File: src/sv/hdcs_pkg.sv
package hdcs_pkg;

    localparam int DIMENSION_DEF = 1024;
    localparam int ENTRIES_DEF   = 16;

    localparam int VEC_W     = 64;
    localparam int SCORE_W   = 12;
    localparam int POP_W     = 7;
    localparam int ENT_MAX_W = 8;

    localparam logic OP_WRITE = 1'b0;
    localparam logic OP_QUERY = 1'b1;

    localparam logic signed [SCORE_W:0] ACC_MAX = 13'sd2047;
    localparam logic signed [SCORE_W:0] ACC_MIN = -13'sd2048;

    // one-hot sequencer states
    typedef enum logic [2:0] {
        ST_IDLE  = 3'b001,
        ST_ISSUE = 3'b010,
        ST_DRAIN = 3'b100
    } t_state;

    // one scored entry, handed to the best-entry tracker
    typedef struct packed {
        logic                       vld;
        logic                       first;
        logic                       last;
        logic                       report;
        logic                       ent_valid;
        logic [ENT_MAX_W-1:0]       ent;
        logic signed [SCORE_W-1:0]  score;
    } t_cand;

    // dot + (64 - 2*pop), saturated to the 12-bit score range
    function automatic logic signed [SCORE_W-1:0] sat_acc(
        input logic signed [SCORE_W-1:0] dot,
        input logic [POP_W-1:0]          pop
    );
        logic signed [SCORE_W:0] s;
        s = 13'(dot) + 13'sd64 - $signed({5'd0, pop, 1'b0});
        if (s > ACC_MAX) begin
            s = ACC_MAX;
        end else if (s < ACC_MIN) begin
            s = ACC_MIN;
        end
        return 12'(s);
    endfunction

endpackage

File: src/sv/hdcs_dot_mem.sv
module hdcs_dot_mem #(
    parameter int ENTRIES = hdcs_pkg::ENTRIES_DEF
) (
    input  logic                                 i_clk,
    input  logic                                 i_rst_n,
    input  logic [$clog2(ENTRIES)-1:0]           i_rd_addr,
    input  logic                                 i_we,
    input  logic [$clog2(ENTRIES)-1:0]           i_wr_addr,
    input  logic signed [hdcs_pkg::SCORE_W-1:0]  i_wr_data,
    output logic signed [hdcs_pkg::SCORE_W-1:0]  o_rd_data
);

    logic signed [hdcs_pkg::SCORE_W-1:0] mem [ENTRIES];
    logic [ENTRIES-1:0]                  r_vld;   // entry holds a written sum
    logic signed [hdcs_pkg::SCORE_W-1:0] r_rdata;
    logic                                r_rvld;

    always_ff @(posedge i_clk) begin
        if (i_we) begin
            mem[i_wr_addr] <= i_wr_data;
        end
        r_rdata <= mem[i_rd_addr];
    end

    always_ff @(posedge i_clk) begin
        if (!i_rst_n) begin
            r_vld  <= '0;
            r_rvld <= 1'b0;
        end else begin
            if (i_we) begin
                r_vld[i_wr_addr] <= 1'b1;
            end
            r_rvld <= r_vld[i_rd_addr];
        end
    end

    // never-written sums read as zero
    assign o_rd_data = r_rvld ? r_rdata : '0;

endmodule

File: config.mk
export PLATFORM = sky130hd
export DESIGN_NAME = hdcs_dot_mem
export DESIGN_NICKNAME = d
export VERILOG_FILES = /design/src/sv/hdcs_pkg.sv /design/src/sv/hdcs_dot_mem.sv
export SDC_FILE = /design/constraint.sdc
export NUM_CORES = 1
export LEC_CHECK = 0
export BUFFER_PORTS_ARGS = -buffer_cell sky130_fd_sc_hd__buf_2
export CORE_UTILIZATION = 60
export CTS_CLUSTER_DIAMETER = 200
export DETAILED_ROUTE_END_ITERATION = 8
export GPL_TIMING_DRIVEN = 1
export PLACE_DENSITY = 0.87
export SLEW_MARGIN = 25
export SYNTH_ARGS = -nofsm -noshare
export SYNTH_HDL_FRONTEND = slang
export SYNTH_SLANG_ARGS = --single-unit
File: constraint.sdc
create_clock -name i_clk -period 5.87 [get_ports i_clk]
set_clock_uncertainty 0.1 [all_clocks]
set_input_delay 0.2935 -clock i_clk [delete_from_list [all_inputs] [get_ports i_clk]]
set_output_delay 0.2935 -clock i_clk [all_outputs]
set_load 0.02 [all_outputs]
Word level (Yosys, flattened, before mapping)
Memories as Yosys holds them, arrays and structs flattened. A register that Yosys moved wholly into a read port is not among the register bits.
Index checks and enable logic that the tools add are counted.
- output and inout bits: 12
- RAM bits: 192
- memories kept: 1
- input bits: 23
- word-level logic and storage cells: 15
- register bits after elaboration: 17
- memories (memory ; words ; bits a word ; read ports ; clocked after memory_dff ; write ports ; line ; RTL):
    mem ; 16 ; 12 ; 1 ; 1 ; 1 ; hdcs_dot_mem.sv:13 ; logic signed [hdcs_pkg::SCORE_W-1:0] mem [ENTRIES];
- muxes and demuxes: 7
- magnitude comparators: 3
- bitwise logic cells: 1
- reduce and logical (&&, ||, !) cells: 1
- operator list (operator ; count):
    bitwise OR 16 bit ; 1
    2-to-1 mux 12 bit ; 1
    less-than comparator 4 x 5 -> 1 bit, second input constant ; 2
    binary-select mux 1 bit (select 4 bit) ; 1
    demux 1 bit (select 4 bit) ; 1
    greater-or-equal comparator 4 x 1 -> 1 bit, second input constant ; 1
    2-to-1 mux 1 bit ; 4
    logical AND 1 bit ; 1

Depth between registers and ports, before layout
Gate-level depths: netlist of the first run.
- depth after elaboration: 5
- gate-level depth with buffers: 6
- depth with buffers taken out: 4

Least setup slack after synthesis of the first run
No wires, ideal clock.
- path type: in2reg
- start point: input port i_wr_addr[2]
- end point: memory mem[0][0] in the netlist's numbering (enable)
- required time: 5.371 ns
- library setup time: 0.399 ns
- path slack: 3.650 ns
- arrival time: 1.722 ns
- stages on the path: 2
- buffers on the path: 0
- path through: or3b_2 > nor3_1
- RTL lines (what ; line ; RTL):
    start, declared ; hdcs_dot_mem.sv:8 ; input logic [$clog2(ENTRIES)-1:0] i_wr_addr,
    end, declared ; hdcs_dot_mem.sv:13 ;
No word-level cell before the write port.

Worst setup path after layout of the first run
- start point: register r_rvld
- end point: output port o_rd_data[2] in the netlist's numbering
- cells in the longest elaborated chain, start to end: 1
- RTL lines (what ; line ; RTL):
    start, declared ; hdcs_dot_mem.sv:16 ; logic r_rvld;
    start signal, assigned ; hdcs_dot_mem.sv:33 ; r_rvld <= r_vld[i_rd_addr];
    2-to-1 mux 12 bit ; hdcs_dot_mem.sv:38 ; assign o_rd_data = r_rvld ? r_rdata : '0;
    end, declared ; hdcs_dot_mem.sv:10 ; output logic signed [hdcs_pkg::SCORE_W-1:0] o_rd_data
No other way between the ends.

==> results.toml, run 1 <==
[status]
status = "complete, no violations"

[placed_design]
placed_cells = 603
hpwl_mm = 9.79
io_buffer_count = 34
globalplace.congestion = 0.768
pre_cts_ws_ns = 3.55
post_dp_cell_area_um2 = 8720

[sta]
finalSetupViolations = 0
fin_crit_ns = 1.94
worst_pin_slew_ns = 0.767
rsz0062_at_grt = "no"
worst_slack_ns = 3.93
max_slew_margin_pct = 48.7
hold_violations = 0
maxSlewViolCount = 0
whs_ns = 0.0312
fin_crit_sh_pct = 33.0
setup_tns_ns = 0
timing.fmax_ghz = 0.516

[grt]
grt_max_degree = 55
antenna_found_initial = 0
grt_pass1_wl_mm = 26.0
grt_overflow = 0
grtUsageTotal_pct = 25.6
grt_pass1_vias = 4441

[clocking]
cts_resized = 0
htreeDepth = 1
post_cts_buffers = 0
cts_hold_buf = 0
cts_max_path_buffers = 3
cts_sinks = 221
clock_tree.root_cell = "clkbuf_16"
path_clk_slew_ns = 0.06
clock_latency_ns = 0.49
numCtsBuffers = 22
cts_tree = "done"

[setup_path]
critPathMaxFanout = 12
rr_endpoint = "r_rdata[5]"
start_kind = "flip-flop"
critPathKind = "flip-flop to output pin"
endpoint_kind = "output pin"
r2r_slack_ns = 4.39
timing.rr.start = "mem[9][5]"
crit_arrival_ns = 1.55
cp.required_ns = 5.48
rr_worst_depth = 3

[logic_synthesis]
synth_cell_types = 25
yosys_warnings = 0
syn-num-nets = 419
synth_cells = 396
synth-async-reset-ratio_pct = 0
synth.area.top_cells = "edfxtp_1 69%, mux4_2 10%, dfxtp_1 7.0%"
synthTopCellsByCount = "192 x edfxtp_1, 38 x mux4_2, 29 x dfxtp_1"
syn_area_per_cell_um2 = 21.0
synth_top_area_share_pct = 69.5
yosysMostFrequentCell = "edfxtp_1"
netlist_area_um2 = 8300
synth-edff-count = 192
synth-seq-cells = 221
synth_top_flop_cell = "edfxtp_1"
synth_top_cell_by_area = "edfxtp_1"
yosysSeqAreaShare_pct = 76.5

[power_and_ir_drop]
ir_drop_mv = 0.261
power_leakage_nw = 3.20
power_density_nw_per_um2 = 350
total_power_mw = 3.30

[cells_and_area]
fillers = 800
layout-drive-gt1-share_pct = 27.0
finalNetCount = 474
stdcell_count = 643
post-route-cell-area_um2 = 9450
area_delta_synth_final_pct = 13.9
diodes = 0
fin_util_pct = 70.8

[die]
rows = 42
num_io_pins = 35
die_w_um = 120
core_um2 = 13300
start_util_pct = 62.2
fp.dieH_um = 120
die-area_um2 = 14300

[hold_path]
min_path_type = "primary input to flip-flop"
holdPathStages = 3
holdPathEnd = "r_rvld"
hp-start = "i_rd_addr[3]"

[routing]
via_count = 4083
first_iter_violations = 418
totalWireLength_mm = 17.4
dr.pass1.iters = 4
ant_nets = 0
drc = 0
avgRoutedWirePerCell_um = 27.0
viasPerCell = 6.35

[run]
drv_cap = 0
## layer usage
metal | GRT usage (%) | wire (um)
met3 | 4.90 | 1220
met2 | 43.8 | 9090
met1 | 32.3 | 6460
met5 | 0 | 0
met4 | 10.6 | 599
## cells in the final DEF, fill, tap and decap left out, types with 13 or more instances in the layout
master,netlist,layout
buf_2,1,33
buf_4,2,17
and2_1,13,13
clkbuf_16,0,23
dfxtp_1,29,29
nand2_1,16,16
o21a_1,16,16
mux4_2,38,38
a22oi_1,24,24
edfxtp_1,192,192
## state kept, by name, summed over array words and instances (netlist names)
signal   flops
mem        192
r_vld       16
r_rdata     12
r_rvld       1
## how the worst max path moves through the flow
| stage | from | endpoint | slack (ns) | cells past startpoint |
|---|---|---|---|---|
| 5_1_grt | r_rvld | o_rd_data[6] | 3.85 | 2 |
| 3_5_place_dp | i_rd_addr[0] | r_rdata[6] | 3.55 | 4 |
| 6_report | r_rvld | o_rd_data[2] | 3.93 | 2 |
| 3_3_place_gp | i_wr_addr[2] | mem[0][6] | 3.53 | 3 |
| 2_1_floorplan | i_wr_addr[2] | mem[0][0] | 3.65 | 2 |
| 4_1_cts | r_rvld | o_rd_data[6] | 3.90 | 2 |
## critical path, cell delays in order (launching register included)
cell,delay [ns]
dfxtp_1,0.66
and2_1,0.22
buf_2,0.17
## where the power goes
part           switching [mW]  internal [mW]
registers              0.0132           1.75
logic                  0.0912         0.0627
clock network           0.551          0.840
## logic make-up (layout without fill, tap and decap cells)
kind of cell | count (synthesis) | after routing | share of synthesized area, %
flip-flops | 221 | 221 | 76.5
multiplexers | 54 | 54 | 14.6
AND/OR/NAND/NOR | 58 | 58 | 3.45
AO/OA/AOI/OAI | 43 | 43 | 3.88
buffers and inverters | 20 | 91 | 1.60
## cell type report
type,count,area [um2],share of cell area (%)
Clock inverter,9,91.3,0.967
Sequential cell,221,6350,67.2
Clock buffer,31,636,6.73
Timing Repair Buffer,51,304,3.22
Multi-Input combinational cell,155,1850,19.6
Tap cell,176,220,2.33
No activity file was read; power rests on OpenSTA's default activity.
==> run 2: changes to the inputs <==
- CORE_UTILIZATION: 60 -> 55
- PLACE_DENSITY: 0.87 -> 0.84
- clock period: 5.87 -> 1.7 ns (I/O delays scaled with it)
==> run 2 against run 1 <==
The flow now finishes with violations (DRC); via count increased by 5.0%; clock power increased to 3.1 times the previous value; sequential share of layout area decreased by 1.7 points; sequential cell count unchanged; worst setup slack got worse by 3.8 ns; critical path type unchanged; largest cell class unchanged; highest routed layer unchanged.
==> results.toml, run 2 (synthesized netlist as in run 1, its figures left out) <==
[cells_and_area]
final_common_cell = "edfxtp_1"
stdcell_count = 680
finalNetCount = 504
final_cell_mix = "192 x edfxtp_1, 38 x mux4_2, 33 x buf_2, 28 x dfxtp_1, 27 x buf_4"
layout-drive-gt1-share_pct = 28.4
reg_top3 = "mem: 192 flops, r_vld: 16 flops, r_rdata: 12 flops"
diodes = 0
area_delta_synth_final_pct = 16.9
largest_reg_flops = 192
top_register = "mem"

[placed_design]
hpwl_mm = 10.1
placed_cells = 625
io_buffer_count = 34
globalplace.congestion = 0.830

[grt]
grtUsageTotal_pct = 23.0
grt_pass1_wl_mm = 25.8
grt_overflow = 0
antenna_found_initial = 0
grt_pass1_vias = 4450
grt_max_degree = 34

[sta]
hold_violations = 0
max_slew_margin_pct = 32.3
fin_crit_ns = 1.60
maxSlewViolCount = 0
finalSetupViolations = 0
timing.fmax_ghz = 0.624
rsz0062_at_grt = "no"
worst_pin_slew_ns = 1.01
setup_tns_ns = 0
fin_crit_sh_pct = 94.3

[routing]
ant_nets = 0
first_iter_violations = 446
drc = 4
dr.pass1.iters = 7
via_count = 4289
viasPerCell = 6.31
avgRoutedWirePerCell_um = 25.4
totalWireLength_mm = 17.3

[status]
status = "finished, violations left"
violations = "DRC"

[clocking]
cts_max_path_buffers = 3
path_clk_slew_ns = 0.06
cts_tree = "done"
cts_sinks = 221
htreeDepth = 1
clock_tree.root_cell = "clkbuf_16"
clock_latency_ns = 0.50
numCtsBuffers = 21

[hold_path]
holdPathStages = 4
hp-start = "i_rd_addr[2]"
holdPathEnd = "r_rvld"
min_path_type = "primary input to flip-flop"

[setup_path]
critPathKind = "flip-flop to output pin"
r2r_slack_ns = 0.23
rr_worst_depth = 3
crit_arrival_ns = 1.42
critPathMaxFanout = 12
crit_path_start = "r_rvld"
rr_endpoint = "r_rdata[1]"
timing.rr.start = "mem[13][1]"
endpoint_kind = "output pin"
cp.required_ns = 1.51
start_kind = "flip-flop"

[run]
drv_cap = 0

[power_and_ir_drop]
power_density_nw_per_um2 = 1140
ir_drop_mv = 0.921
power_leakage_nw = 3.32

[die]
core_um2 = 14600
start_util_pct = 56.7
die-area_um2 = 15600
num_io_pins = 35
rows = 44
die_w_um = 125
fp.dieH_um = 125
==> run 2: cell count changes in the layout (fill, tap and decap cells not counted), moves of 3 or more <==
cell,previous run,this run
clkinv_2,1,6
clkbuf_1,5,2
buf_4,17,27
buf_12,0,5
dlygate4sd3_1,0,17
==> run 2: timing repair <==
item                                    4_1_cts  5_1_grt
buffers inserted                              0        0
endpoints found under the setup margin        4        0
hold buffers                                 17        0
endpoints found under the hold margin       209        0
resized for setup                             1        0
==> run 2: area by class of cell <==
type                            instances  area (um2)
Clock buffer                           24         547
Clock inverter                         14        95.1
Fill cell                             937        4940
Multi-Input combinational cell        155        1840
Sequential cell                       221        6350
Tap cell                              184         230
Timing Repair Buffer                   82         638
==> run 2: worst max-delay path by stage <==
stage / cells after the start / to / slack [ns]
3_5_place_dp: 5 / r_rdata[9] / 0.007
2_1_floorplan: 2 / mem[1][0] / 0.04
3_3_place_gp: 5 / r_rdata[9] / 0.04
6_report: 2 / o_rd_data[11] / 0.1
4_1_cts: 5 / r_rdata[9] / 0.05
5_1_grt: 5 / r_rdata[10] / 0.03
==> run 2: metal layers <==
metal	global-route usage, %	part of all wire [%]
met3	3.18	7.7
met5	0	0
met2	39.3	51
met4	7.89	2.9
met1	30.7	39
==> run 2: critical path, cell delays in order, from the launching register on <==
cell	delay, ns
dfxtp_2	0.48
and2_1	0.25
buf_2	0.19
==> run 2: through the flow <==
step           utilization [%]  total power, mW  hold WS [ns]  area [um2]  setup slack (ns)
5_1_grt                   66.2             11.3        0.0552        9700            0.0258
4_1_cts                   66.2             11.1       0.00309        9700            0.0538
3_5_place_dp              60.7             6.75         0.333        8880           0.00707
2_1_floorplan                -             6.51        0.0839        8310            0.0408
3_3_place_gp              60.7             6.71         0.309        8880            0.0376
6_report                  66.2             11.0        0.0418        9700            0.0971
==> run 2: report_power, final <==
part | switching [mW] | internal, mW
Combinational | 0.332 | 0.267
Clock | 1.88 | 2.46
Sequential | 0.0425 | 6.03
Total | 2.26 | 8.76
==> run 3: changes to the inputs <==
- CORE_MARGIN: unset -> 2
==> run 3 against run 2 <==
The flow now finishes without violations; sequential power is essentially flat; design area grew 0.50%; register-to-register slack lost 0.04 ns; sequential cell count did not move; worst setup slack better by 0.026 ns; first-iteration DRC count is 8.7% higher; combinational power is 2% higher; sequential share of layout area is 0.33 points lower; final cell count increased by 0.29%; non-clock buffer count unchanged; critical endpoint is now o_rd_data[3]; largest power group unchanged.
==> results.toml, run 3 (synthesized netlist as in run 1, its figures left out) <==
[status]
status = "complete, no violations"

[sta]
setup_tns_ns = 0
hold_violations = 0
worst_pin_slew_ns = 0.653
rsz0062_at_grt = "no"
fin_crit_ns = 1.58
timing.fmax_ghz = 0.634
finalSetupViolations = 0
maxSlewViolCount = 0
fin_crit_sh_pct = 92.8
max_slew_margin_pct = 56.3

[cells_and_area]
area_delta_synth_final_pct = 17.5
layout-drive-gt1-share_pct = 29.3
final_common_cell = "edfxtp_1"
stdcell_count = 682
reg_top3 = "mem: 192 flops, r_vld: 16 flops, r_rdata: 12 flops"
post-route-cell-area_um2 = 9750
finalNetCount = 505
diodes = 0
largest_reg_flops = 192
final_cell_mix = "192 x edfxtp_1, 38 x mux4_2, 33 x buf_2, 28 x dfxtp_1, 27 x buf_4"
top_register = "mem"

[grt]
antenna_found_initial = 0
grtUsageTotal_pct = 23.0
grt_overflow = 0
grt_max_degree = 32
grt_pass1_wl_mm = 27.0
grt_pass1_vias = 4622

[die]
die-area_um2 = 16100
core_um2 = 14600
start_util_pct = 56.7
die_w_um = 127
fp.dieH_um = 127
rows = 44
num_io_pins = 35

[run]
drv_cap = 0

[clocking]
path_clk_slew_ns = 0.06
clock_latency_ns = 0.50
cts_max_path_buffers = 3
cts_tree = "done"
htreeDepth = 1
clock_tree.root_cell = "clkbuf_16"
cts_sinks = 221
numCtsBuffers = 22

[setup_path]
rr_endpoint = "r_rdata[1]"
critPathKind = "flip-flop to output pin"
endpoint_kind = "output pin"
cp.required_ns = 1.51
rr_worst_depth = 3
crit_arrival_ns = 1.39
timing.rr.start = "mem[15][1]"
critPathMaxFanout = 7
start_kind = "flip-flop"
r2r_slack_ns = 0.19

[placed_design]
placed_cells = 626
io_buffer_count = 34
post_dp_cell_area_um2 = 8900
globalplace.congestion = 0.825
hpwl_mm = 10.6

[hold_path]
min_path_type = "primary input to flip-flop"
holdPathStages = 3
holdPathEnd = "mem[8][6]"
hp-start = "i_wr_addr[0]"

[routing]
viasPerCell = 6.27
drc = 0
first_iter_violations = 485
ant_nets = 0
via_count = 4278
dr.pass1.iters = 5
totalWireLength_mm = 17.9
avgRoutedWirePerCell_um = 26.2

[power_and_ir_drop]
power_leakage_nw = 3.35
ir_drop_mv = 0.791
total_power_mw = 11.1
power_density_nw_per_um2 = 1140
==> run 3: how the worst max path moves through the flow <==
stage / start / end / cells past startpoint / slack, ns
2_1_floorplan: i_wr_addr[2] / mem[1][0] / 2 / 0.04
3_3_place_gp: i_rd_addr[0] / r_rdata[5] / 5 / 0.06
3_5_place_dp: i_rd_addr[0] / r_rdata[7] / 5 / 0.03
4_1_cts: i_rd_addr[2] / r_rdata[1] / 5 / 0.03
5_1_grt: r_rvld / o_rd_data[3] / 3 / 0.08
6_report: r_rvld / o_rd_data[3] / 3 / 0.12
==> run 3: what timing repair did <==
| action | 4_1_cts | 5_1_grt |
|---|---|---|
| setup buffers | 0 | 0 |
| hold endpoints to repair | 209 | 0 |
| resized for setup | 1 | 0 |
| hold buffers | 16 | 0 |
| endpoints found under the setup margin | 1 | 0 |
==> run 3: routing by layer <==
| metal | vias up | routed length [um] | global-route usage, % | part of all wire (%) |
|---|---|---|---|---|
| li1 | 1804 | - | - | - |
| met1 | 2205 | 6860 | 29.9 | 38 |
| met2 | 219 | 9100 | 40.0 | 51 |
| met3 | 50 | 1190 | 2.87 | 6.7 |
| met4 | 0 | 694 | 9.18 | 3.9 |
| met5 | - | 0 | 0 | 0 |
==> run 3: worst max-delay path, cell delays in order (launching register included) <==
cell	delay, ns
dfxtp_2	0.43
buf_4	0.17
and2_1	0.13
buf_2	0.16
==> run 3: where the power goes <==
part / switching, mW / leakage (nW) / internal, mW
clock: 1.89 / 0.335 / 2.56
combinational: 0.337 / 1.04 / 0.271
sequential: 0.0458 / 1.97 / 6.03
==> run 3: area by class of cell <==
type,count,area (um2)
Sequential cell,221,6350
Fill cell,909,4900
Multi-Input combinational cell,155,1850
Timing Repair Buffer,82,648
Clock buffer,29,618
Tap cell,184,230
Clock inverter,11,57.6
==> run 3: through the flow <==
stage | hold WS [ns] | utilization (%) | worst slack (ns)
6_report | 0.105 | 66.6 | 0.123
5_1_grt | 0.119 | 66.6 | 0.0789
4_1_cts | 0.0677 | 66.5 | 0.0260
3_5_place_dp | 0.315 | 60.8 | 0.0326
3_3_place_gp | 0.306 | 60.8 | 0.0628
2_1_floorplan | 0.0839 | - | 0.0408
