## config.mk

```make
export PLATFORM = sky130hd
export DESIGN_NAME = hdcs_best
export DESIGN_NICKNAME = d
export VERILOG_FILES = /design/src/sv/hdcs_pkg.sv /design/src/sv/hdcs_best.sv
export SDC_FILE = /design/constraint.sdc
export NUM_CORES = 1
export LEC_CHECK = 0
export BUFFER_PORTS_ARGS = -buffer_cell sky130_fd_sc_hd__buf_4
export CAP_MARGIN = 20
export CORE_UTILIZATION = 56
export CTS_CLUSTER_DIAMETER = 120
export DETAILED_ROUTE_END_ITERATION = 6
export PLACE_DENSITY = 0.88
export REMOVE_ABC_BUFFERS = 1
export SLEW_MARGIN = 20
export SYNTH_ARGS = -nofsm -noshare
export SYNTH_HDL_FRONTEND = slang
export SYNTH_SLANG_ARGS = --single-unit
```

## constraint.sdc

```tcl
create_clock -name i_clk -period 4.77 [get_ports i_clk]
set_clock_uncertainty 0.2 [all_clocks]
set_input_delay 0 -clock i_clk [delete_from_list [all_inputs] [get_ports i_clk]]
set_output_delay 0 -clock i_clk [all_outputs]
set_load 0.05 [all_outputs]
```

## src/sv/hdcs_pkg.sv

```systemverilog
package hdcs_pkg;

    localparam int DIMENSION_DEF = 1024;
    localparam int ENTRIES_DEF   = 16;

    localparam int VEC_W     = 64;
    localparam int SCORE_W   = 12;
    localparam int POP_W     = 7;
    localparam int ENT_MAX_W = 8;

    localparam logic OP_WRITE = 1'b0;
    localparam logic OP_QUERY = 1'b1;

    localparam logic signed [SCORE_W:0] ACC_MAX = 13'sd2047;
    localparam logic signed [SCORE_W:0] ACC_MIN = -13'sd2048;

    // one-hot sequencer states
    typedef enum logic [2:0] {
        ST_IDLE  = 3'b001,
        ST_ISSUE = 3'b010,
        ST_DRAIN = 3'b100
    } t_state;

    // one scored entry, handed to the best-entry tracker
    typedef struct packed {
        logic                       vld;
        logic                       first;
        logic                       last;
        logic                       report;
        logic                       ent_valid;
        logic [ENT_MAX_W-1:0]       ent;
        logic signed [SCORE_W-1:0]  score;
    } t_cand;

    // dot + (64 - 2*pop), saturated to the 12-bit score range
    function automatic logic signed [SCORE_W-1:0] sat_acc(
        input logic signed [SCORE_W-1:0] dot,
        input logic [POP_W-1:0]          pop
    );
        logic signed [SCORE_W:0] s;
        s = 13'(dot) + 13'sd64 - $signed({5'd0, pop, 1'b0});
        if (s > ACC_MAX) begin
            s = ACC_MAX;
        end else if (s < ACC_MIN) begin
            s = ACC_MIN;
        end
        return 12'(s);
    endfunction

endpackage

```

## src/sv/hdcs_best.sv

```systemverilog
module hdcs_best (
    input  logic                                 i_clk,
    input  logic                                 i_rst_n,
    input  hdcs_pkg::t_cand                      i_cand,
    output logic                                 o_strobe,
    output logic [3:0]                           o_best_entry,
    output logic signed [hdcs_pkg::SCORE_W-1:0]  o_best_score,
    output logic                                 o_found
);

    logic                                r_any;
    logic [hdcs_pkg::ENT_MAX_W-1:0]      r_best;
    logic signed [hdcs_pkg::SCORE_W-1:0] r_score;

    logic                                cur_any;
    logic                                take;
    logic                                n_any;
    logic [hdcs_pkg::ENT_MAX_W-1:0]      n_best;
    logic signed [hdcs_pkg::SCORE_W-1:0] n_score;

    // strict greater-than keeps the lowest index on ties
    always_comb begin
        cur_any = i_cand.first ? 1'b0 : r_any;
        take    = i_cand.vld && i_cand.ent_valid
                  && (!cur_any || (i_cand.score > r_score));
        n_any   = take || cur_any;
        n_best  = take ? i_cand.ent : r_best;
        n_score = take ? i_cand.score : r_score;
    end

    always_ff @(posedge i_clk) begin
        if (!i_rst_n) begin
            r_any    <= 1'b0;
            o_strobe <= 1'b0;
        end else begin
            if (i_cand.vld) begin
                r_any <= n_any;
            end
            o_strobe <= i_cand.vld && i_cand.last && i_cand.report;
        end
    end

    always_ff @(posedge i_clk) begin
        if (i_cand.vld) begin
            r_best  <= n_best;
            r_score <= n_score;
        end
        if (i_cand.vld && i_cand.last) begin
            o_best_entry <= n_any ? 4'(n_best) : 4'd0;
            o_best_score <= n_any ? n_score : '0;
            o_found      <= n_any;
        end
    end

endmodule

```

==> Word-level counts from Yosys, hierarchy flattened <==
Index checks and enable logic that the tools add are counted.
{ "word_totals": {"input_bits": 27, "word_cells": 18, "reg_bits": 35} }
{ "classes": {"mux": 3, "reduce_logical": 7, "n_lt_le_gt_ge": 1} }
{ "ops": {"columns": ["op", "count"], "rows": [
  ["$gt A12 B12 Y1", 1],
  ["$mux W12", 1],
  ["$logic_and A1 B1 Y1", 4],
  ["$mux W4", 1],
  ["$logic_or A1 B1 Y1", 2],
  ["$logic_not A1 Y1", 1],
  ["$mux W1", 1]
]} }

==> Depth between registers and ports, before layout <==
Gate-level depths: netlist (run 1).
{ "logic_depth": {"word_depth": 5, "mapped_depth": 10} }

==> Least setup slack after synthesis (run 1) <==
Ideal clock, no wire load.
{ "synth_timing": {"path_type": "reg-to-reg", "startpoint": "register r_score[7] in the netlist's numbering", "endpoint": "register r_score[10] in the netlist's numbering (data pin)", "synth_period_minus_slack_ns": 2.858, "required_ns": 4.310, "setup_ns": 0.260, "path_slack_ns": 1.912, "stages_incl_launch_ff": 11, "arrival_ns": 2.398, "path_buffers": 2, "path_cell_list": "edfxtp_1 -> inv_1 -> ha_1 -> and2_4 -> a221o_1 -> a2111oi_2 -> a211oi_1 -> or2_1 -> buf_6 -> buf_6 -> mux2_4"} }
{ "synth_between": {"elab_chain_len": 4} }
{ "synth_rtl": {"columns": ["item", "line", "source"], "rows": [
  ["start, declared", "hdcs_best.sv:13", "logic signed [hdcs_pkg::SCORE_W-1:0] r_score;"],
  ["start signal, assigned", "hdcs_best.sv:46", "r_score <= n_score;"],
  ["$gt A12 B12 Y1", "hdcs_best.sv:25", "&& (!cur_any || (i_cand.score > r_score));"],
  ["$logic_or A1 B1 Y1", "hdcs_best.sv:25", null],
  ["$logic_and A1 B1 Y1", "hdcs_best.sv:25", null],
  ["$mux W12", "hdcs_best.sv:28", "n_score = take ? i_cand.score : r_score;"],
  ["via n_score (one bit)", "hdcs_best.sv:19", "logic signed [hdcs_pkg::SCORE_W-1:0] n_score;"]
]} }
The timed path passes the listed nets, and every way through them passes these cells.
A chain may end at the register's enable or synchronous reset.

==> Final worst setup path (run 1) <==
{ "layout_timing": {"startpoint": "register r_score[11] in the netlist's numbering", "endpoint": "register r_score[11] in the netlist's numbering (data pin)"} }
{ "layout_between": {"elab_chain_len": 4} }
{ "layout_rtl": {"columns": ["item", "line"], "rows": [
  ["$gt A12 B12 Y1", "hdcs_best.sv:25"],
  ["$logic_or A1 B1 Y1", "hdcs_best.sv:25"],
  ["$logic_and A1 B1 Y1", "hdcs_best.sv:25"],
  ["$mux W12 (*)", "hdcs_best.sv:28"],
  ["via n_score (one bit)", "hdcs_best.sv:19"]
]} }
Mark *: on every way through the listed nets, which the timed path passes. The rest lies on a longest branch.

==> metrics.cfg, run 1 <==
[final_layout]
diodes=0
final_cell_mix=buf_4 (40), edfxtp_1 (33), dlygate4sd3_1 (24), a22o_1 (16), inv_1 (14)
layout-drive-gt1-share=0.344
layout_commonest_cell=buf_4
instances_no_fill=239
finalNetCount=233
utilization=0.792
area_growth_syn_to_layout_pct=34.4
n_fill_cell=183

[timing]
period_needed_ns=3.50
post-route-period-util=0.733
max_freq_mhz=286
worst_pin_slew_ns=1.08
finalSetupTns_ns=0
fin_hold_ws_ns=0.268
finalHoldViolations=0
setup_viol=0
grt_setup_unrepaired=no
slew_viol_final=0
setup_slack_ns=1.27
relSlewSlack=0.283

[drt]
route.detailed.wl_per_inst_um=14.7
drtIter0Drc=36
drc=0
drtAntennaViolNets=0
finalWirelength_um=3510
first_pass_iters=4
vias_per_cell=5.20
num_vias=1242

[placement]
place_ws_ns=1.38
port_buffers=40
dp_hpwl_um=2170
dp_cells=207
gp_congestion=0.787

[clocking]
cts_made_buffers=5
clock-sinks=35
clk_latency_ns=0.35
path_clk_slew_ns=0.11
clock_path_buffers=2
cts_setup_buffers=0
cts_tree=done
htree_levels=2
cts-root-buf=clkbuf_4
cts_resized=0

[global_routing]
grt_pass1_wl_um=5450
gr-usage-all-layers=0.226
antenna_found_initial=0
grt_max_degree=28
grt_overflow=0
grt_pass1_vias=1213

[pwr]
p_leak_nw=1.06
powerDensity_nw_per_um2=291
ir_drop_uv=195

[worst_setup_path]
cp.depth=8
crit_slowest_cell=or2_1
r2r_cells=8
crit_family=simple AND/OR/NAND/NOR gates
cp.arrival_ns=3.39
worstSetupStartpointType=flop
critical_path.max_stage_delay_ns=0.90
endpoint_kind=flop
cp.buffers_inverters=1
cp.required_ns=4.67
worst-path-max-fanout=27
cp_cell_sequence=inv_1, ha_1, and4_1, a41o_1, o211a_1, a211oi_1, or2_1, mux2_2
crit_type=flop to flop

[logic_synthesis]
synth_top_family_by_area=compound AO/OA/AOI/OAI gates
synthCells=127
syn-cell-area_sq_um=1800
synth_mux_area_frac=0.108
synth_xor_area_frac=0
synth-simple-area-share=0.0542
synth_compound_gate_area_share=0.134
synthAdderAreaFrac=0.0834
synth_warnings=0
synth_cell_types=30
ys_ff_latch=35
yosysSeqAreaShare=0.573
avgSynthCellArea_sq_um=14.2

[floorplan]
start_util=0.589
die_h_um=58.7
die-area_sq_um=3440
core_sq_um=3050
ios=45
die_w_um=58.7
rows=20

[worst_hold_path]
holdPathStages=2
min_path_type=primary input to flop

[run_status]
outcome=finished clean

[flow_run]
max_cap_violations=0

==> registers in the layout, summed over array words and instances, names as in the netlist <==
| signal | count |
|---|---|
| o_best_score | 12 |
| r_score | 12 |
| o_best_entry | 4 |
| r_best | 4 |
| o_found | 1 |
| o_strobe | 1 |
| r_any | 1 |
==> cells in the mapped netlist <==
library cell,count,area share
a2111oi_2,1,0.0083
a211o_1,1,0.0049
a211oi_1,1,0.0042
a21boi_0,1,0.0042
a21o_1,1,0.0042
a21oi_1,2,0.0056
a221o_1,1,0.0056
a22o_1,16,0.078
a41o_1,1,0.0056
and2_1,1,0.0035
and2_4,1,0.0049
and3_1,1,0.0035
and4_1,1,0.0049
buf_2,2,0.0056
buf_6,2,0.013
dfxtp_1,2,0.022
edfxtp_1,33,0.55
ha_1,12,0.083
inv_1,14,0.029
mux2_2,12,0.075
mux2_4,4,0.033
nand2_1,6,0.013
nand2b_1,2,0.0070
nand4_1,1,0.0035
nor2_1,2,0.0042
nor2b_1,2,0.0070
o211a_1,1,0.0056
o21ai_0,1,0.0028
o311ai_0,1,0.0049
or2_1,1,0.0035
==> worst reg2reg max path: cells and delay by family (launching register included) <==
| family | cells | cell delay [ns] |
|---|---|---|
| AO/OA/AOI/OAI | 3 | 0.76 |
| adder cells (fa/ha/maj) | 1 | 0.23 |
| buffers and inverters | 1 | 0.07 |
| flip-flops | 1 | 0.42 |
| multiplexers | 1 | 0.43 |
| AND/OR/NAND/NOR | 2 | 1.14 |
==> where the power goes <==
group | total [W] | switching, W | internal (W)
Sequential | 0.000377 | 0.0000115 | 0.000366
Combinational | 0.000170 | 0.0000863 | 0.0000835
Clock | 0.000156 | 0.000101 | 0.0000548
==> area by class of cell <==
type                            instances  area (sq um)  area share
Clock inverter                          3          15.0     0.00621
Multi-Input combinational cell         74           686       0.284
Sequential cell                        35          1030       0.427
Inverter                               14          52.6      0.0217
Tap cell                               44          55.1      0.0228
Timing Repair Buffer                   64           541       0.224
Clock buffer                            5          37.5      0.0155
==> timing repair <==
item / CTS / global route
setup endpoints to repair: 0 / 0
hold buffers: 24 / 0
hold endpoints to repair: 51 / 0
==> layer usage <==
layer | wire (um) | vias up | track usage
met5 | 0 | - | 0
met4 | 62 | 0 | 0.102
met3 | 139 | 6 | 0.0593
met2 | 1760 | 32 | 0.397
met1 | 1540 | 582 | 0.260
li1 | - | 622 | -
==> path summary, 6_finish.rpt <==
check	start	endpoint	slack, ns
worst min-delay path	i_cand[22]	o_best_score[5]$_SDFFCE_PN0P_	0.27
worst max-delay path	r_score[11]$_DFFE_PP_	r_score[11]$_DFFE_PP_	1.27
worst max register to register	r_score[11]$_DFFE_PP_	r_score[11]$_DFFE_PP_	1.27
worst min register to register	r_best[1]$_DFFE_PP_	o_best_entry[1]$_SDFFCE_PN0P_	0.40
==> through the flow <==
step           cell area, sq um  total power [W]
6_report                   2420         0.000703
5_1_grt                    2420         0.000732
4_1_cts                    2410         0.000704
3_5_place_dp               2120         0.000536
3_3_place_gp               2120         0.000530
2_1_floorplan              1770         0.000486
==> cells by family (layout without fill, tap and decap cells) <==
kind of cell,count (synthesis),after routing
simple gates,18,18
flops,35,35
compound gates,28,28
mux,16,16
buf+inv,18,86
fa+ha+maj,12,12
Power figures use the tool's default switching activity.
==> run 2: changes to the inputs <==
Settings changed: CORE_UTILIZATION 56 to 52, PLACE_DENSITY 0.88 to 0.83.
Clock period 4.77 ns to 3.5 ns, I/O delays scaled along.
==> run 2 against run 1 <==
  * Power rose by 35%
  * Clock power rose by 31%
  * Critical path depth rose by 1
  * Worst setup slack got worse by 0.86 ns
  * Critical path type unchanged
  * Largest cell class unchanged
  * Largest power group unchanged
==> metrics.cfg, run 2 (synthesis gave the netlist of run 1 again) <==
[run_status]
outcome=finished clean

[pwr]
powerDensity_nw_per_um2=393
p_leak_nw=1.07
ir_drop_uv=265

[global_routing]
antenna_found_initial=0
grt_max_degree=28
grt_pass1_vias=1265
grt_pass1_wl_um=5710
grt_overflow=0
gr-usage-all-layers=0.221

[final_layout]
finalNetCount=235
layout-drive-gt1-share=0.335
layout_commonest_cell=buf_4
reg.largest.list=o_best_score (12), r_score (12)
diodes=0
final_cell_mix=buf_4 (43), edfxtp_1 (33), dlygate4sd3_1 (23), a22o_1 (16), inv_1 (14)
utilization=0.763
n_fill_cell=213
area_growth_syn_to_layout_pct=34.7

[floorplan]
die_w_um=60.8
core_sq_um=3180
die-area_sq_um=3700
die_h_um=60.8
ios=45
rows=20
start_util=0.566

[placement]
dp_hpwl_um=2400
port_buffers=40
gp_congestion=0.730

[timing]
finalHoldViolations=0
max_freq_mhz=324
slew_viol_final=0
setup_viol=0
relSlewSlack=0.455
period_needed_ns=3.09
finalSetupTns_ns=0
grt_setup_unrepaired=no
post-route-period-util=0.882
worst_pin_slew_ns=0.818

[drt]
drtAntennaViolNets=0
route.detailed.wl_per_inst_um=14.8
drtIter0Drc=66
finalWirelength_um=3570
vias_per_cell=5.32
drc=0
num_vias=1282
first_pass_iters=4

[worst_setup_path]
crit_type=flop to flop
endpoint_kind=flop
r2r_setup_slack_ns=0.41
worstSetupStartpointType=flop
cp.arrival_ns=2.98
crit_family=compound AO/OA/AOI/OAI gates
cp.required_ns=3.39
critical_path.max_stage_delay_ns=0.44
cp_cell_sequence=inv_1, ha_1, and2_4, a221o_1, a2111oi_2, a211oi_1, or2_1, buf_4, mux2_4
cp.buffers_inverters=2
crit_slowest_cell=edfxtp_1
worst-path-max-fanout=27

[clocking]
clock_path_buffers=2
cts_made_buffers=5
path_clk_slew_ns=0.10
clock-sinks=35
cts-root-buf=clkbuf_4
clk_latency_ns=0.34
htree_levels=2
cts_tree=done

[flow_run]
max_cap_violations=0

[worst_hold_path]
min_path_type=primary input to flop

## run 2: cell count changes in the layout (fill, tap and decap cells not counted), sizes merged
cell         change
clkinv           -1
dlygate4sd3      -1
clkbuf           +1
buf              +3
## run 2: worst register-to-register path, stage by stage, from the launching register on
cell and delay, ns:
edfxtp_1 0.44, inv_1 0.08, ha_1 0.23, and2_4 0.17, a221o_1 0.34, a2111oi_2 0.39, a211oi_1 0.17, or2_1 0.24
buf_4 0.24, mux2_4 0.33
## run 2: final timing paths
check | start | end | depth (start not counted)
hold / removal | i_cand[22] | o_best_score[4]$_SDFFCE_PN0P_ | 2
setup reg to reg | r_score[7]$_DFFE_PP_ | r_score[9]$_DFFE_PP_ | 9
setup / recovery | r_score[7]$_DFFE_PP_ | r_score[9]$_DFFE_PP_ | 9
hold reg to reg | r_best[1]$_DFFE_PP_ | o_best_entry[1]$_SDFFCE_PN0P_ | 1
## run 2: cell type report
class                   instances  area [sq um]  share of cell area
multi-input cells              74           683               0.282
flip-flops and latches         35          1030               0.425
well taps                      44          55.1              0.0227
clock buffers                   6          41.3              0.0170
repair buffers                 66           553               0.228
clock inverters                 2          7.51             0.00310
inverters                      14          52.6              0.0217
## run 2: metal layers
metal,part of all wire,global-route usage,vias up
met3,0.042,0.0576,7
met4,0.014,0.0844,0
met1,0.44,0.268,609
li1,-,-,626
met5,0,0,-
met2,0.50,0.380,40
## run 2: what timing repair did
item                                   in CTS  in global routing
hold buffers                               23                  0
setup buffers                               0                  0
endpoints found under the hold margin      51                  0
resized for setup                           0                  0
## run 2: metrics by stage
stage	total power [W]	hold slack, ns	setup WS, ns	instances	cell area [sq um]
global placement	0.000726	0.0264	0.531	210	2140
finish	0.000953	0.255	0.413	241	2420
global route	0.000999	0.291	0.337	241	2420
floorplan	0.000663	-0.0875	0.493	123	1770
detailed placement	0.000736	0.0615	0.477	210	2140
CTS	0.000957	0.249	0.422	241	2420
## run 2: power breakdown
| part | switching (W) | internal, W | total, W |
|---|---|---|---|
| clock | 0.000131 | 0.0000743 | 0.000205 |
| combinational | 0.000118 | 0.000115 | 0.000233 |
| sequential | 0.0000158 | 0.000499 | 0.000514 |
| total | 0.000264 | 0.000688 | 0.000953 |
==> run 3: changes to the inputs <==
Settings changed: CORE_MARGIN set to 2, SETUP_SLACK_MARGIN set to 0.5.
==> run 3 against run 2 <==
  * Clock power barely moved
  * Clock-buffer cell count did not move
  * Global-route usage is 1.8 points lower
  * Non-clock buffer count up 5
  * Die area rose by 6.7%
  * Largest power group unchanged
  * Worst hold slack better by 0.0069 ns
  * Register-to-register slack better by 0.15 ns
  * Core utilization up 0.42 points
  * Sequential share of layout area down 2.2 points
==> metrics.cfg, run 3 (synthesis gave the netlist of run 1 again) <==
[run_status]
outcome=finished clean

[drt]
drtIter0Drc=67
drtAntennaViolNets=0
route.detailed.wl_per_inst_um=15.9
vias_per_cell=5.43
drc=0
first_pass_iters=4
finalWirelength_um=3950
num_vias=1347

[floorplan]
start_util=0.539
ios=45
die_w_um=62.8
core_sq_um=3340
rows=21
die_h_um=62.8
die-area_sq_um=3950

[global_routing]
grt_overflow=0
grt_use_met1=0.239
grt_pass1_wl_um=6110
use_met3=0.0559
antenna_found_initial=0
grt_use_met2=0.360
grt_max_degree=23
busiest_layer=met2
grt_pass1_vias=1306
gr-usage-all-layers=0.203

[timing]
slew_viol_final=0
period_needed_ns=2.94
relSlewSlack=0.457
post-route-period-util=0.840
setup_viol=0
worst_pin_slew_ns=0.815
max_freq_mhz=340
finalHoldViolations=0
finalSetupTns_ns=0
grt_setup_unrepaired=no

[clocking]
htree_levels=2
clock-sinks=35
clk_latency_ns=0.34
cts_tree=done
path_clk_slew_ns=0.10
clock_path_buffers=2
cts-root-buf=clkbuf_4
cts_made_buffers=5

[worst_setup_path]
cp.required_ns=3.40
crit_type=flop to flop
worstSetupStartpointType=flop
cp.arrival_ns=2.84
worst-path-max-fanout=6
endpoint_kind=flop

[pwr]
ir_drop_uv=198
powerDensity_nw_per_um2=389
finalPower_w=0.000994
p_leak_nw=1.11

[final_layout]
reg.largest.list=o_best_score (12), r_score (12)
finalNetCount=240
instances_no_fill=248
layout-drive-gt1-share=0.386
n_fill_cell=197
fin_area_sq_um=2560
diodes=0
area_growth_syn_to_layout_pct=42.2
layout_commonest_cell=buf_4
utilization=0.767
final_cell_mix=buf_4 (45), edfxtp_1 (33), dlygate4sd3_1 (23), a22o_1 (16)

[placement]
port_buffers=40
placed_cell_area_sq_um=2150
dp_hpwl_um=2470
dp_cells=212
gp_congestion=0.732

[worst_hold_path]
min_path_type=primary input to flop

[flow_run]
max_cap_violations=0

run 3: cell count changes in the layout (fill, tap and decap cells not counted), sizes merged:
cell and delta:
buf +3, clkbuf +2
run 3: where the power goes:
part	internal (W)	leakage [nW]	switching [W]
Clock	0.0000744	0.0273	0.000131
Combinational	0.000141	0.748	0.000133
Sequential	0.000499	0.338	0.0000161
run 3: final timing paths:
path | startpoint | to | slack, ns | cells after the start
setup / recovery | r_score[5]$_DFFE_PP_ | r_score[9]$_DFFE_PP_ | 0.56 | 9
hold / removal | i_cand[22] | o_found$_DFFE_PP_ | 0.26 | 2
hold reg to reg | r_best[1]$_DFFE_PP_ | o_best_entry[1]$_SDFFCE_PN0P_ | 0.39 | 1
setup reg to reg | r_score[5]$_DFFE_PP_ | r_score[9]$_DFFE_PP_ | 0.56 | 9
run 3: worst max-delay path, stage by stage, from the launching register on:
cell	delay (ns)
edfxtp_1	0.43
inv_2	0.09
ha_4	0.20
a21o_1	0.17
a221o_1	0.36
a2111oi_4	0.33
a211oi_2	0.16
or2_4	0.32
buf_12	0.16
mux2_4	0.30
run 3: final cells by class:
| class | instances | area, sq um | share of cell area |
|---|---|---|---|
| Sequential cell | 35 | 1030 | 0.403 |
| Multi-Input combinational cell | 74 | 731 | 0.286 |
| Timing Repair Buffer | 71 | 638 | 0.249 |
| Tap cell | 46 | 57.6 | 0.0225 |
| Inverter | 14 | 52.6 | 0.0205 |
| Clock buffer | 6 | 41.3 | 0.0161 |
| Clock inverter | 2 | 7.51 | 0.00293 |
run 3: metrics by stage:
step | hold WS [ns] | setup slack, ns
floorplan | -0.0875 | 0.493
global placement | 0.0264 | 0.436
detailed placement | 0.0497 | 0.376
CTS | 0.267 | 0.498
global route | 0.303 | 0.469
finish | 0.262 | 0.560
run 3: repair_timing:
item	4_1_cts	5_1_grt
gates resized for setup	4	8
endpoints found under the hold margin	51	0
hold buffers	23	0
pin swaps	1	4
endpoints found under the setup margin	27	27
gates cloned	0	2
setup buffers	2	1
run 3: metal layers:
layer	vias up	wire (um)
met5	-	0
met4	0	63
met3	7	160
met2	39	2100
met1	664	1620
li1	637	-
